## src/hdl/sfr_pkg.sv

```systemverilog
// Shared types and constants of the stream find-and-replace block.
package sfr_pkg;

   localparam int unsigned LIST_BYTES  = 8;
   localparam int unsigned LIST_W      = 8 * LIST_BYTES;
   localparam int unsigned CNT_W       = 4;
   localparam int unsigned TOTAL_W     = 32;
   localparam int unsigned CSR_INDEX_W = 8;
   localparam int unsigned CSR_DATA_W  = 64;
   localparam int unsigned QUEUE_DEPTH = 4;
   localparam logic [CNT_W-1:0] MAX_REPLACE = 4'd8;

   localparam logic [CSR_INDEX_W-1:0] REG_PATTERN_BYTES      = 8'd0;
   localparam logic [CSR_INDEX_W-1:0] REG_PATTERN_LENGTH     = 8'd1;
   localparam logic [CSR_INDEX_W-1:0] REG_REPLACEMENT_BYTES  = 8'd2;
   localparam logic [CSR_INDEX_W-1:0] REG_REPLACEMENT_LENGTH = 8'd3;

   // At most one command per request: a list of output bytes, how many of them
   // to send, whether the text ends here, and the match count they carry.
   typedef struct packed {
      logic [LIST_W-1:0]  bytes;
      logic [CNT_W-1:0]   count;
      logic               last;
      logic [TOTAL_W-1:0] total;
   } cmd_type;

   typedef struct packed {
      logic [63:0]      pattern_bytes;
      logic [CNT_W-1:0] pattern_length;
      logic [63:0]      replacement_bytes;
      logic [CNT_W-1:0] replacement_length;
      logic             clear_fill;
   } cfg_type;

endpackage

```

## src/hdl/sfr_front.sv

```systemverilog
// Front end: window update, pattern compare and command generation.
module sfr_front #(
   parameter int unsigned MAX_PATTERN = 8
) (
   input  logic               clock,
   input  logic               reset,
   input  sfr_pkg::cfg_type   cfg,
   input  logic               req_tvalid,
   output logic               req_tready,
   input  logic [7:0]         req_tdata,
   input  logic               req_tlast,
   input  logic               queue_full,
   output logic               push,
   output sfr_pkg::cmd_type   push_cmd
);

   localparam int unsigned WIN_W  = 8 * MAX_PATTERN;
   localparam int unsigned FILL_W = $clog2(MAX_PATTERN + 1);

   logic [WIN_W-1:0]                window_ff, window_in;
   logic [FILL_W-1:0]               fill_ff, fill_in;
   logic [sfr_pkg::TOTAL_W-1:0]     counter_ff, counter_in;

   logic                            accept;
   logic [sfr_pkg::CNT_W-1:0]       plen, rlen, fill_eff, fill_new;
   logic [WIN_W-1:0]                win_new;
   logic                            hit;
   logic [sfr_pkg::TOTAL_W-1:0]     total_new;
   sfr_pkg::cmd_type                cmd;

   assign req_tready = !queue_full;
   assign accept     = req_tvalid && req_tready;

   always_comb begin
      plen = (cfg.pattern_length > sfr_pkg::CNT_W'(MAX_PATTERN)) ?
             sfr_pkg::CNT_W'(MAX_PATTERN) : cfg.pattern_length;
      rlen = (cfg.replacement_length > sfr_pkg::MAX_REPLACE) ?
             sfr_pkg::MAX_REPLACE : cfg.replacement_length;
      fill_eff = (sfr_pkg::CNT_W'(fill_ff) >= plen) ? '0 : sfr_pkg::CNT_W'(fill_ff);
      fill_new = fill_eff + 4'd1;

      // Place the new byte at the current fill position.
      for (int k = 0; k < MAX_PATTERN; k++) begin
         win_new[8*k +: 8] = (sfr_pkg::CNT_W'(k) == fill_eff) ? req_tdata
                                                               : window_ff[8*k +: 8];
      end

      hit = 1'b1;
      for (int k = 0; k < MAX_PATTERN; k++) begin
         if (sfr_pkg::CNT_W'(k) < plen &&
             win_new[8*k +: 8] != cfg.pattern_bytes[8*k +: 8]) begin
            hit = 1'b0;
         end
      end
      if (fill_new != plen) begin
         hit = 1'b0;
      end

      total_new = (hit && counter_ff != '1) ? counter_ff + 32'd1 : counter_ff;

      window_in  = window_ff;
      fill_in    = fill_ff;
      cmd.bytes  = sfr_pkg::LIST_W'(win_new);
      cmd.count  = '0;
      cmd.last   = req_tlast;
      cmd.total  = total_new;

      if (plen == '0) begin
         cmd.bytes = sfr_pkg::LIST_W'(req_tdata);
         cmd.count = 4'd1;
         fill_in   = '0;
      end else if (fill_new != plen) begin
         // Window not yet full: bytes are only sent when the text ends.
         window_in = win_new;
         fill_in   = FILL_W'(fill_new);
         cmd.count = req_tlast ? fill_new : '0;
      end else if (hit) begin
         cmd.bytes = cfg.replacement_bytes;
         cmd.count = rlen;
         fill_in   = '0;
      end else begin
         // Mismatch sends the oldest byte; at the end of text the whole window goes out.
         window_in = win_new >> 8;
         fill_in   = FILL_W'(plen - 4'd1);
         cmd.count = req_tlast ? plen : 4'd1;
      end

      if (req_tlast) begin
         fill_in = '0;
      end
      counter_in = req_tlast ? '0 : total_new;
      if (cmd.count == '0) begin
         cmd.bytes = '0;
      end
   end

   assign push     = accept && (cmd.count != '0 || req_tlast);
   assign push_cmd = cmd;

   always_ff @(posedge clock) begin
      if (reset) begin
         fill_ff    <= '0;
         counter_ff <= '0;
      end else if (cfg.clear_fill) begin
         fill_ff <= '0;
      end else if (accept) begin
         fill_ff    <= fill_in;
         counter_ff <= counter_in;
      end
   end

   always_ff @(posedge clock) begin
      if (accept) begin
         window_ff <= window_in;
      end
   end

endmodule

```

## src/hdl/sfr_queue.sv

```systemverilog
// Short command queue between the front and back ends.
module sfr_queue (
   input  logic             clock,
   input  logic             reset,
   input  logic             push,
   input  sfr_pkg::cmd_type push_cmd,
   output logic             full,
   input  logic             pop,
   output logic             not_empty,
   output sfr_pkg::cmd_type head_cmd
);

   localparam int unsigned PTR_W = $clog2(sfr_pkg::QUEUE_DEPTH);
   localparam int unsigned CNT_W = $clog2(sfr_pkg::QUEUE_DEPTH + 1);

   sfr_pkg::cmd_type  entry_ff [sfr_pkg::QUEUE_DEPTH];
   logic [PTR_W-1:0]  wr_ptr_ff, wr_ptr_in;
   logic [PTR_W-1:0]  rd_ptr_ff, rd_ptr_in;
   logic [CNT_W-1:0]  used_ff, used_in;

   assign full      = (used_ff == CNT_W'(sfr_pkg::QUEUE_DEPTH));
   assign not_empty = (used_ff != '0);
   assign head_cmd  = entry_ff[rd_ptr_ff];

   always_comb begin
      wr_ptr_in = wr_ptr_ff;
      rd_ptr_in = rd_ptr_ff;
      used_in   = used_ff;
      if (push) begin
         wr_ptr_in = (wr_ptr_ff == PTR_W'(sfr_pkg::QUEUE_DEPTH - 1)) ? '0
                                                                     : wr_ptr_ff + PTR_W'(1);
      end
      if (pop) begin
         rd_ptr_in = (rd_ptr_ff == PTR_W'(sfr_pkg::QUEUE_DEPTH - 1)) ? '0
                                                                     : rd_ptr_ff + PTR_W'(1);
      end
      if (push && !pop) begin
         used_in = used_ff + CNT_W'(1);
      end else if (pop && !push) begin
         used_in = used_ff - CNT_W'(1);
      end
   end

   always_ff @(posedge clock) begin
      if (reset) begin
         wr_ptr_ff <= '0;
         rd_ptr_ff <= '0;
         used_ff   <= '0;
      end else begin
         wr_ptr_ff <= wr_ptr_in;
         rd_ptr_ff <= rd_ptr_in;
         used_ff   <= used_in;
      end
   end

   always_ff @(posedge clock) begin
      if (push) begin
         entry_ff[wr_ptr_ff] <= push_cmd;
      end
   end

endmodule

```

## src/hdl/sfr_back.sv

```systemverilog
// Back end: expands each command into result bytes, one per cycle while rsp_tready is high.
module sfr_back (
   input  logic                         clock,
   input  logic                         reset,
   input  logic                         queue_not_empty,
   input  sfr_pkg::cmd_type             head_cmd,
   output logic                         pop,
   output logic                         rsp_tvalid,
   input  logic                         rsp_tready,
   output logic [39:0]                  rsp_tdata,
   output logic                         rsp_tuser,
   output logic                         rsp_tlast
);

   logic                          cur_valid_ff, cur_valid_in;
   logic [sfr_pkg::LIST_W-1:0]    cur_bytes_ff, cur_bytes_in;
   logic [sfr_pkg::CNT_W-1:0]     cur_left_ff, cur_left_in;
   logic                          cur_last_ff, cur_last_in;
   logic [sfr_pkg::TOTAL_W-1:0]   cur_total_ff, cur_total_in;
   logic                          sent, final_one;

   assign final_one  = (cur_left_ff <= 4'd1);
   assign sent       = cur_valid_ff && rsp_tready;
   assign pop        = queue_not_empty && (!cur_valid_ff || (sent && final_one));

   assign rsp_tvalid = cur_valid_ff;
   assign rsp_tdata  = {cur_total_ff, cur_bytes_ff[7:0]};
   assign rsp_tuser  = (cur_left_ff != '0);
   assign rsp_tlast  = cur_last_ff && final_one;

   always_comb begin
      cur_valid_in = cur_valid_ff;
      cur_bytes_in = cur_bytes_ff;
      cur_left_in  = cur_left_ff;
      cur_last_in  = cur_last_ff;
      cur_total_in = cur_total_ff;
      if (pop) begin
         cur_valid_in = 1'b1;
         cur_bytes_in = head_cmd.bytes;
         cur_left_in  = head_cmd.count;
         cur_last_in  = head_cmd.last;
         cur_total_in = head_cmd.total;
      end else if (sent) begin
         if (final_one) begin
            cur_valid_in = 1'b0;
         end else begin
            cur_bytes_in = cur_bytes_ff >> 8;
            cur_left_in  = cur_left_ff - 4'd1;
         end
      end
   end

   always_ff @(posedge clock) begin
      if (reset) begin
         cur_valid_ff <= 1'b0;
      end else begin
         cur_valid_ff <= cur_valid_in;
      end
   end

   always_ff @(posedge clock) begin
      cur_bytes_ff <= cur_bytes_in;
      cur_left_ff  <= cur_left_in;
      cur_last_ff  <= cur_last_in;
      cur_total_ff <= cur_total_in;
   end

endmodule

```

## src/hdl/stream_find_replace.sv

```systemverilog
// Top level of the streaming find-and-replace block.
//
//   Channel | Direction | Handshake             | Payload
//   req     | in        | req_tvalid/req_tready | tdata: in_byte; tlast: in_last
//   rsp     | out       | rsp_tvalid/rsp_tready | tdata: out_byte, match_total;
//           |           |                       | tuser: byte_present; tlast: out_last
//   csr     | in        | csr_valid/csr_ready   | csr_index, csr_data
//
// A request is classified in the cycle it is accepted and queued as at most one command;
// the result stage sends one result per cycle while rsp_tready is high, so passing bytes
// flow at one per cycle. A match or an end of text yields up to eight results, and the
// four-entry command queue throttles requests while they drain. Reset is synchronous
// and clears all control state. Either side may stall at any time without losing a result.
module stream_find_replace #(
   parameter int unsigned MAX_PATTERN = 8
) (
   input  logic        clock,
   input  logic        reset,
   input  logic        req_tvalid,
   output logic        req_tready,
   input  logic [7:0]  req_tdata,   // [7:0] in_byte
   input  logic        req_tlast,
   output logic        rsp_tvalid,
   input  logic        rsp_tready,
   output logic [39:0] rsp_tdata,   // [7:0] out_byte, [39:8] match_total
   output logic        rsp_tuser,   // [0] byte_present
   output logic        rsp_tlast,
   input  logic        csr_valid,
   output logic        csr_ready,
   input  logic [sfr_pkg::CSR_INDEX_W-1:0] csr_index,
   input  logic [sfr_pkg::CSR_DATA_W-1:0]  csr_data
);

   logic [63:0]               pattern_bytes_ff;
   logic [sfr_pkg::CNT_W-1:0] pattern_length_ff;
   logic [63:0]               replacement_bytes_ff;
   logic [sfr_pkg::CNT_W-1:0] replacement_length_ff;
   logic                      csr_write;
   sfr_pkg::cfg_type          cfg;

   logic                      push, queue_full, queue_not_empty, pop;
   sfr_pkg::cmd_type          push_cmd, head_cmd;

   assign csr_ready = 1'b1;
   assign csr_write = csr_valid && csr_ready;

   always_ff @(posedge clock) begin
      if (reset) begin
         pattern_bytes_ff      <= '0;
         pattern_length_ff     <= '0;
         replacement_bytes_ff  <= '0;
         replacement_length_ff <= '0;
      end else if (csr_write) begin
         case (csr_index)
            sfr_pkg::REG_PATTERN_BYTES:      pattern_bytes_ff      <= csr_data;
            sfr_pkg::REG_PATTERN_LENGTH:     pattern_length_ff     <= csr_data[3:0];
            sfr_pkg::REG_REPLACEMENT_BYTES:  replacement_bytes_ff  <= csr_data;
            sfr_pkg::REG_REPLACEMENT_LENGTH: replacement_length_ff <= csr_data[3:0];
            default: ;
         endcase
      end
   end

   always_comb begin
      cfg.pattern_bytes      = pattern_bytes_ff;
      cfg.pattern_length     = pattern_length_ff;
      cfg.replacement_bytes  = replacement_bytes_ff;
      cfg.replacement_length = replacement_length_ff;
      // A new pattern length drops whatever the window holds.
      cfg.clear_fill         = csr_write && (csr_index == sfr_pkg::REG_PATTERN_LENGTH);
   end

   sfr_front #(
      .MAX_PATTERN (MAX_PATTERN)
   ) u_front (
      .clock      (clock),
      .reset      (reset),
      .cfg        (cfg),
      .req_tvalid (req_tvalid),
      .req_tready (req_tready),
      .req_tdata  (req_tdata),
      .req_tlast  (req_tlast),
      .queue_full (queue_full),
      .push       (push),
      .push_cmd   (push_cmd)
   );

   sfr_queue u_queue (
      .clock     (clock),
      .reset     (reset),
      .push      (push),
      .push_cmd  (push_cmd),
      .full      (queue_full),
      .pop       (pop),
      .not_empty (queue_not_empty),
      .head_cmd  (head_cmd)
   );

   sfr_back u_back (
      .clock           (clock),
      .reset           (reset),
      .queue_not_empty (queue_not_empty),
      .head_cmd        (head_cmd),
      .pop             (pop),
      .rsp_tvalid      (rsp_tvalid),
      .rsp_tready      (rsp_tready),
      .rsp_tdata       (rsp_tdata),
      .rsp_tuser       (rsp_tuser),
      .rsp_tlast       (rsp_tlast)
   );

endmodule
```

## config.mk

```make
export PLATFORM = sky130hd
export DESIGN_NAME = stream_find_replace
export DESIGN_NICKNAME = d
export VERILOG_FILES = /design/src/hdl/sfr_pkg.sv /design/src/hdl/sfr_front.sv /design/src/hdl/sfr_queue.sv /design/src/hdl/sfr_back.sv /design/src/hdl/stream_find_replace.sv
export SDC_FILE = /design/constraint.sdc
export NUM_CORES = 1
export LEC_CHECK = 0
export ABC_AREA = 1
export CORE_MARGIN = 10
export CORE_UTILIZATION = 29
export CTS_BUF_LIST = sky130_fd_sc_hd__clkbuf_8 sky130_fd_sc_hd__clkbuf_16
export DETAILED_ROUTE_END_ITERATION = 8
export DONT_BUFFER_PORTS = 1
export PLACE_DENSITY = 0.42
export SETUP_SLACK_MARGIN = 0.15
export SLEW_MARGIN = 20
export SYNTH_ARGS = -nofsm -noshare
export SYNTH_HDL_FRONTEND = slang
export SYNTH_SLANG_ARGS = --single-unit
export TNS_END_PERCENT = 10
```

## constraint.sdc

```tcl
create_clock -name clock -period 7.68 [get_ports clock]
set_input_delay 0.384 -clock clock [delete_from_list [all_inputs] [get_ports clock]]
set_output_delay 0.384 -clock clock [all_outputs]
set_load 0.005 [all_outputs]
```

==> run metrics, run 1 <==
Hold WS 0.03353 ns; leakage 13.67 nW; power per cell area 300.2 mW/mm2; die height 358.6 um; Hold Crit Endpoint u_front.window_ff[57]; Critical Path AT 7.48 ns; dpl hpwl 65470 um; commonest non-fill, non-tap cell in the layout nor2_1; placed inst area 0.03468 mm2; port bufs 0; Post-synth EDFFs 569; Fmax achieved 145.5 MHz; dpl cells 4836; Hold Path Stages 2; Ports 131; Worst EP required 8.28 ns; first-pass GRT wire length 154300 um; CP endpoint kind flop; HP Class input port to flop; design area 0.03823 mm2; Worst setup SP type flop; reg2reg start pattern_length_ff[1]; die span in x 358.6 um; largest net degree at the start of global routing 115; clock root buffer clkbuf_16; period utilisation layout 0.8952; Final Util 0.3352; vias in the first global route 23540; post-synthesis instance total 3498; asr flop ratio synth 0; critical register-to-register path endpoint u_front.counter_ff[22]; final setup vio count 0; DR vias 24220; Crit-path slowest cell ha_1; Worst-path clk slew 0.06 ns; Fin. Hold Viols 0; most frequent cells in the layout nor2_1 (661), edfxtp_1 (569), nand2_1 (542), o21ai_0 (482), inv_1 (262); Layout area overhead 14.98%; Max Slew Vio Count 0; # DRC 0; Ys Warns 0; Slew HR 0.2648; worst hold start req_tdata[1]; Initial Util 0.2916; DIE AREA 0.1286 mm2; worst reg-to-reg setup slack 0.80 ns; CTS tree built; GRT overflow 0; Syn Nets 3604; slowest cell delay on critical path 0.62 ns; CTS H-tree lvls 3; Fill cells 11800; Power Total 0.01148 W; crit path kind flop to flop; Final Skew 0.02863 ns; initial antenna violation count 5; Final GP Congestion 0.8428; Max-cap violations 0; outcome finished, final reports clean; worst skew pair latency 0.67 ns; via/cell ratio 4.774; Synth Register Bits 751; core area 0.1140 mm2; post-synthesis sequential area ratio 0.6235; post-route insts no fill 5074; FF-to-FF path depth 32; IR drop worst, VDD 174.4 uV; mean post-synth cell area 9.505 um2; wire per inst 20.39 um; Nets 3592; GRT Util Overall 0.1576; Num CTS Buffers 88; proportion of layout cells with a drive suffix above 1 0.05983; unrepaired setup endpoints after global routing no; WL final 103500 um; row count 124; Synth cell types 52; Longest Clk Path Bufs 3; Sink Count 751; Crit path top cell by count nand2_1; Worst Max-Slew Pin Slew 1.094 ns; mapped cell area 0.03325 mm2; Final ANT Viol Nets 0; Synth Flop Type edfxtp_1; Max FO, Critical Path 42; Final Critical Period 6.875 ns; initial DRC count 1658; drt first pass iters 5
synthesized netlist by cell type (8+ instances only):
library cell / count / area, um2
a31oi_1: 60 / 375.4
o21ai_0: 482 / 2412
buf_2: 14 / 70.07
o21ai_2: 8 / 70.07
nand2_1: 545 / 2046
buf_4: 11 / 82.58
buf_6: 11 / 123.9
clkbuf_1: 160 / 600.6
edfxtp_1: 569 / 17090
xor2_1: 24 / 210.2
a21oi_1: 117 / 585.6
o211ai_1: 14 / 105.1
buf_1: 18 / 67.56
ha_1: 19 / 237.7
nand4_1: 13 / 81.33
nor4_1: 9 / 56.30
o22ai_1: 37 / 231.5
dfxtp_1: 182 / 3643
nand2_2: 9 / 56.30
inv_1: 233 / 874.6
nor3_1: 53 / 265.3
nor2_1: 666 / 2500
a211oi_1: 20 / 150.1
nand3b_1: 15 / 112.6
nand3_1: 161 / 805.8
timing repair:
item | 4_1_cts | 5_1_grt
hold buffers | 72 | 0
setup buffers | 0 | 0
endpoints found under the hold margin | 181 | 0
gates resized for setup | 0 | 0
state kept, by name (all words and copies together) (netlist names), named ones only:
name	cells
replacement_length_ff	4
u_queue.used_ff	3
u_queue.wr_ptr_ff	2
u_front.window_ff	64
replacement_bytes_ff	64
u_queue.entry_ff	404
u_back.cur_bytes_ff	64
u_front.counter_ff	32
pattern_bytes_ff	64
u_front.fill_ff	4
u_back.cur_left_ff	4
u_queue.rd_ptr_ff	2
u_back.rsp_tvalid	1
pattern_length_ff	4
u_back.cur_last_ff	1
u_back.cur_total_ff	32
power breakdown:
group,internal (W),switching (W)
clock,0.00233,0.00173
combinational,0.000547,0.00149
sequential,0.00511,0.000275
worst max-delay path by stage:
stage	startpoint	end	slack (ns)	cells past startpoint
global route	pattern_length_ff[1]	u_queue.used_ff[2]	0.27	40
global placement	pattern_length_ff[1]	u_queue.entry_ff[2][52]	1.12	32
detailed placement	pattern_length_ff[1]	u_queue.entry_ff[2][47]	0.94	32
floorplan	pattern_length_ff[0]	u_queue.entry_ff[0][0]	-0.82	33
CTS	pattern_length_ff[1]	u_front.counter_ff[22]	0.79	32
finish	pattern_length_ff[1]	u_front.counter_ff[22]	0.80	32
layer usage:
metal  vias to the layer above  GRT usage  part of all wire
met5                         -          0           0.00020
met2                       526     0.2610              0.47
met1                     11590     0.2117              0.46
met3                       162    0.02631             0.042
met4                         4    0.04182             0.024
li1                      11940          -                 -
layout make-up:
| class | instances | area (um2) | share of cell area |
|---|---|---|---|
| inverters | 239 | 913.4 | 0.02389 |
| clock inverters | 69 | 516.7 | 0.01352 |
| multi-input cells | 2294 | 10760 | 0.2815 |
| flip-flops and latches | 751 | 20740 | 0.5424 |
| well taps | 1512 | 1892 | 0.04949 |
| diodes | 2 | 5.005 | 0.0001309 |
| repair buffers | 112 | 1106 | 0.02893 |
| clock buffers | 95 | 2298 | 0.06012 |
metrics by stage:
step	setup TNS [ns]	setup slack [ns]
3_5_place_dp	0	0.9390
2_1_floorplan	-364.01	-0.8161
5_1_grt	0	0.2699
4_1_cts	0	0.7908
6_report	0	0.8048
3_3_place_gp	0	1.123
critical path, delay by kind of cell (launching register included):
family	cells	cell delay [ns]
buffers and inverters	2	1.06
adders and majority gates	2	0.98
xor gates and xnor gates	1	0.47
DFF	1	0.35
and+or+nand+nor	26	3.81
AOI/OAI and AO/OA	1	0.14
kinds of logic after synthesis:
kind of cell,count (synthesis),synth area share
AOI/OAI and AO/OA,751,0.1216
xor gates and xnor gates,29,0.007639
adders and majority gates,20,0.007752
buffers and inverters,453,0.05539
DFF,751,0.6235
other,1,0.0001128
and+or+nand+nor,1493,0.1840
Note: power is estimated with default switching activity, not from simulation.
==> run 2, diff against run 1 <==
--- a/config.mk
+++ b/config.mk
@@ -5,8 +5,6 @@
 export SDC_FILE = /design/constraint.sdc
 export NUM_CORES = 1
 export LEC_CHECK = 0
-export ABC_AREA = 1
-export CORE_MARGIN = 10
 export CORE_UTILIZATION = 29
 export CTS_BUF_LIST = sky130_fd_sc_hd__clkbuf_8 sky130_fd_sc_hd__clkbuf_16
 export DETAILED_ROUTE_END_ITERATION = 8
==> run 2 against run 1 <==
  * Clock skew is 0.0056 ns higher
  * Sequential share of layout area is 0.29 points lower
  * Critical path type unchanged
  * Final cell count is 15% lower
  * Utilization is 0.64 points higher
  * Global-route usage is 3.0 points higher
  * Clock-buffer cell count is 4 higher
  * First-iteration DRC count is 26% higher
  * Highest routed layer unchanged
  * Final area is 0.54% higher
  * Power is 1.2% lower
  * Maximum frequency is 4.3% lower
  * Die area is 11% lower
  * Worst hold slack better by 0.016 ns
==> run metrics, run 2 <==
Final GP Congestion 0.8769 (+4.0%); most frequent cells in the layout edfxtp_1 (569), nand2_1 (525), nor2_1 (239), a21oi_1 (207), dfxtp_1 (180); # DRC 0 (unchanged); Top reg by flops u_queue.entry_ff; sequential cell fraction of total power 0.471 (+0.002); post-synthesis sequential area ratio 0.6298 (+0.006304); core area 0.1125 mm2 (-1.3%); Initial Util 0.2926 (+0.001020); GRT Util Overall 0.1877 (+0.03010); Pint 0.008198 W (+2.7%); worst reg-to-reg setup slack 0.50 ns (-0.31 ns); Final Skew 0.03422 ns (+0.005596 ns); GR peak layer met2; die height 338.9 um (-5.5%); DIE AREA 0.1149 mm2 (-11%); initial DRC count 2089 (+26%); power per cell area 295.1 mW/mm2 (-1.7%); crit path kind flop to flop; Clock power frac 0.362 (+0.008); dpl hpwl 70370 um (+7.5%); Max-cap violations 0 (unchanged); Synth top area share 0.5191 (+0.005196); dpl cells 4078 (-16%); vias in the first global route 21970 (-6.7%); DR vias 22320 (-7.9%); Ys Warns 0 (unchanged); top post-synthesis cells by count edfxtp_1 (569), nand2_1 (526), nor2_1 (239); Sink Count 751 (unchanged); met3 Usage GRT 0.03118 (+0.004875); Hold WS 0.04995 ns (+0.01642 ns); Power Total 0.01134 W (-1.2%); leakage 12.97 nW (-5.1%); Logic pwr share 0.166 (-0.011); Max FO, Critical Path 13 (-69%); Worst EP required 8.27 ns (about the same); mapped cell area 0.03292 mm2 (-1.0%); Final Critical Period 7.183 ns (+0.3078 ns); setup slack after layout 0.4969 ns (-0.3078 ns); port bufs 0 (unchanged); setup_tns 0 ns (unchanged); Syn Nets 2792 (-23%); CP endpoint kind flop; Layout area overhead 16.77%; net switching power 0.003146 W (-9.9%); Synth area leader edfxtp_1; largest cells by area after synthesis edfxtp_1 (52%), dfxtp_1 (11%), mux4_2 (6.9%); Longest Clk Path Bufs 3 (unchanged); die span in x 338.9 um (-5.5%); global-route met2 utilization 0.2830 (+0.02207); Fin. Hold Viols 0 (unchanged); GRT overflow 0 (unchanged); Ports 131 (unchanged); initial antenna violation count 4 (-1); Synth cell types 76 (+46%); Worst setup SP type flop; outcome finished, final reports clean; pre-CTS setup slack 0.2978 ns (-0.6412 ns); Worst Max-Slew Pin Slew 1.063 ns (-0.03089 ns); Nets 2849 (-21%); commonest non-fill, non-tap cell in the layout edfxtp_1; final setup vio count 0 (unchanged); largest net degree at the start of global routing 168 (+46%); asr flop ratio synth 0 (unchanged); Final ANT Viol Nets 0 (unchanged); Synth Flop Type edfxtp_1; row count 123 (-0.81%); Synth Register Bits 751 (unchanged); Post-synth EDFFs 569 (unchanged); number of flip-flops in the largest register 404 (unchanged); Switching Share 0.2773 (-0.02683); CTS H-tree lvls 3 (unchanged); CTS tree built; Critical Path AT 7.77 ns (+0.29 ns); clock root buffer clkbuf_16; post-route insts no fill 4315 (-15%); WL final 109300 um (+5.7%); proportion of layout cells with a drive suffix above 1 0.1322 (+0.07236); Max Slew Vio Count 0 (unchanged); count leader, synth edfxtp_1; first-pass GRT wire length 158100 um (+2.4%); worst skew pair latency 0.68 ns (about the same); IR drop worst, VDD 185.7 uV (+6.5%); period utilisation layout 0.9353 (+0.04008); GR met1 Demand/Resource 0.2749 (+0.06316); drt first pass iters 6 (+1); mean post-synth cell area 12.25 um2 (+29%); unrepaired setup endpoints after global routing no; Num CTS Buffers 86 (-2.3%); wire per inst 25.34 um (+24%); Worst-path clk slew 0.06 ns (about the same); Fmax achieved 139.2 MHz (-4.3%); via/cell ratio 5.172 (+8.3%); HP Class input port to flop; Slew HR 0.2856 (+0.02075); post-synthesis instance total 2686 (-23%)
## run 2: per-stage QoR
stage | util | cell area, um2
after detailed placement | 0.3091 | 34780
after floorplan | - | 32920
after global placement | 0.3091 | 34780
after global routing | 0.3416 | 38430
final | 0.3416 | 38430
after CTS | 0.3414 | 38410
## run 2: kinds of logic after synthesis
| logic type | synth area share |
|---|---|
| adders and majority gates | 0.007831 |
| AOI/OAI and AO/OA | 0.1019 |
| DFF | 0.6298 |
| muxes | 0.08116 |
| and+or+nand+nor | 0.1235 |
| other | 0.0001139 |
| xor gates and xnor gates | 0.02847 |
| buffers and inverters | 0.02729 |
## run 2: worst max-delay path: stages, from the launching register on
cell and delay (ns):
dfxtp_1 0.47, inv_1 0.15, nand2_1 0.26, inv_1 0.14, ha_1 0.31, or3b_1 0.42
a21oi_1 0.37, nand2_1 0.16, inv_1 0.09, ha_1 0.40, inv_1 0.31, o311ai_0 0.44
buf_4 0.20, xor2_1 0.06, nor2_1 0.11, nand4_1 0.30, nor4_2 0.48, a22oi_1 0.20
buf_4 0.22, a2111o_1 0.36, a31oi_1 0.24, ha_1 0.24, inv_1 0.07, fa_1 0.42
xor2_1 0.17, or3_1 0.31, a21oi_1 0.17
## run 2: path summary, 6_finish.rpt
path | from | to | depth (start not counted)
worst min register to register | replacement_bytes_ff[44] | replacement_bytes_ff[44] | 2
worst min-delay path | req_tlast | u_front.fill_ff[2] | 3
worst max-delay path | pattern_length_ff[3] | u_queue.used_ff[2] | 26
worst max register to register | pattern_length_ff[3] | u_queue.used_ff[2] | 26
## run 2: per-layer routing
metal	wire length, um	vias to the layer above
li1	-	10040
met1	51710	11400
met2	48560	724
met3	6402	150
met4	2637	6
met5	41	-
## run 2: repair_timing
item                                    4_1_cts  5_1_grt
buffers inserted                              0        0
resized for setup                             0        4
hold buffers                                 77        0
endpoints found under the setup margin        0      224
hold endpoints to repair                    217        0
## run 2: power by group through the flow
stage / logic, W / clock network (W) / registers, W
finish: 0.00189 / 0.00411 / 0.00534
CTS: 0.00196 / 0.00422 / 0.00537
global route: 0.00207 / 0.00437 / 0.00541
floorplan: 0.00135 / 0 / 0.00528
detailed placement: 0.00189 / 0 / 0.00545
global placement: 0.00188 / 0 / 0.00544
## run 2: cell type report
| class | instances | area [um2] |
|---|---|---|
| Clock buffer | 99 | 2365 |
| Inverter | 45 | 170.2 |
| Multi-Input combinational cell | 1715 | 11380 |
| Antenna cell | 1 | 2.502 |
| Tap cell | 1500 | 1877 |
| Fill cell | 11050 | 74060 |
| Sequential cell | 751 | 20740 |
| Clock inverter | 60 | 478.0 |
| Timing Repair Buffer | 144 | 1429 |
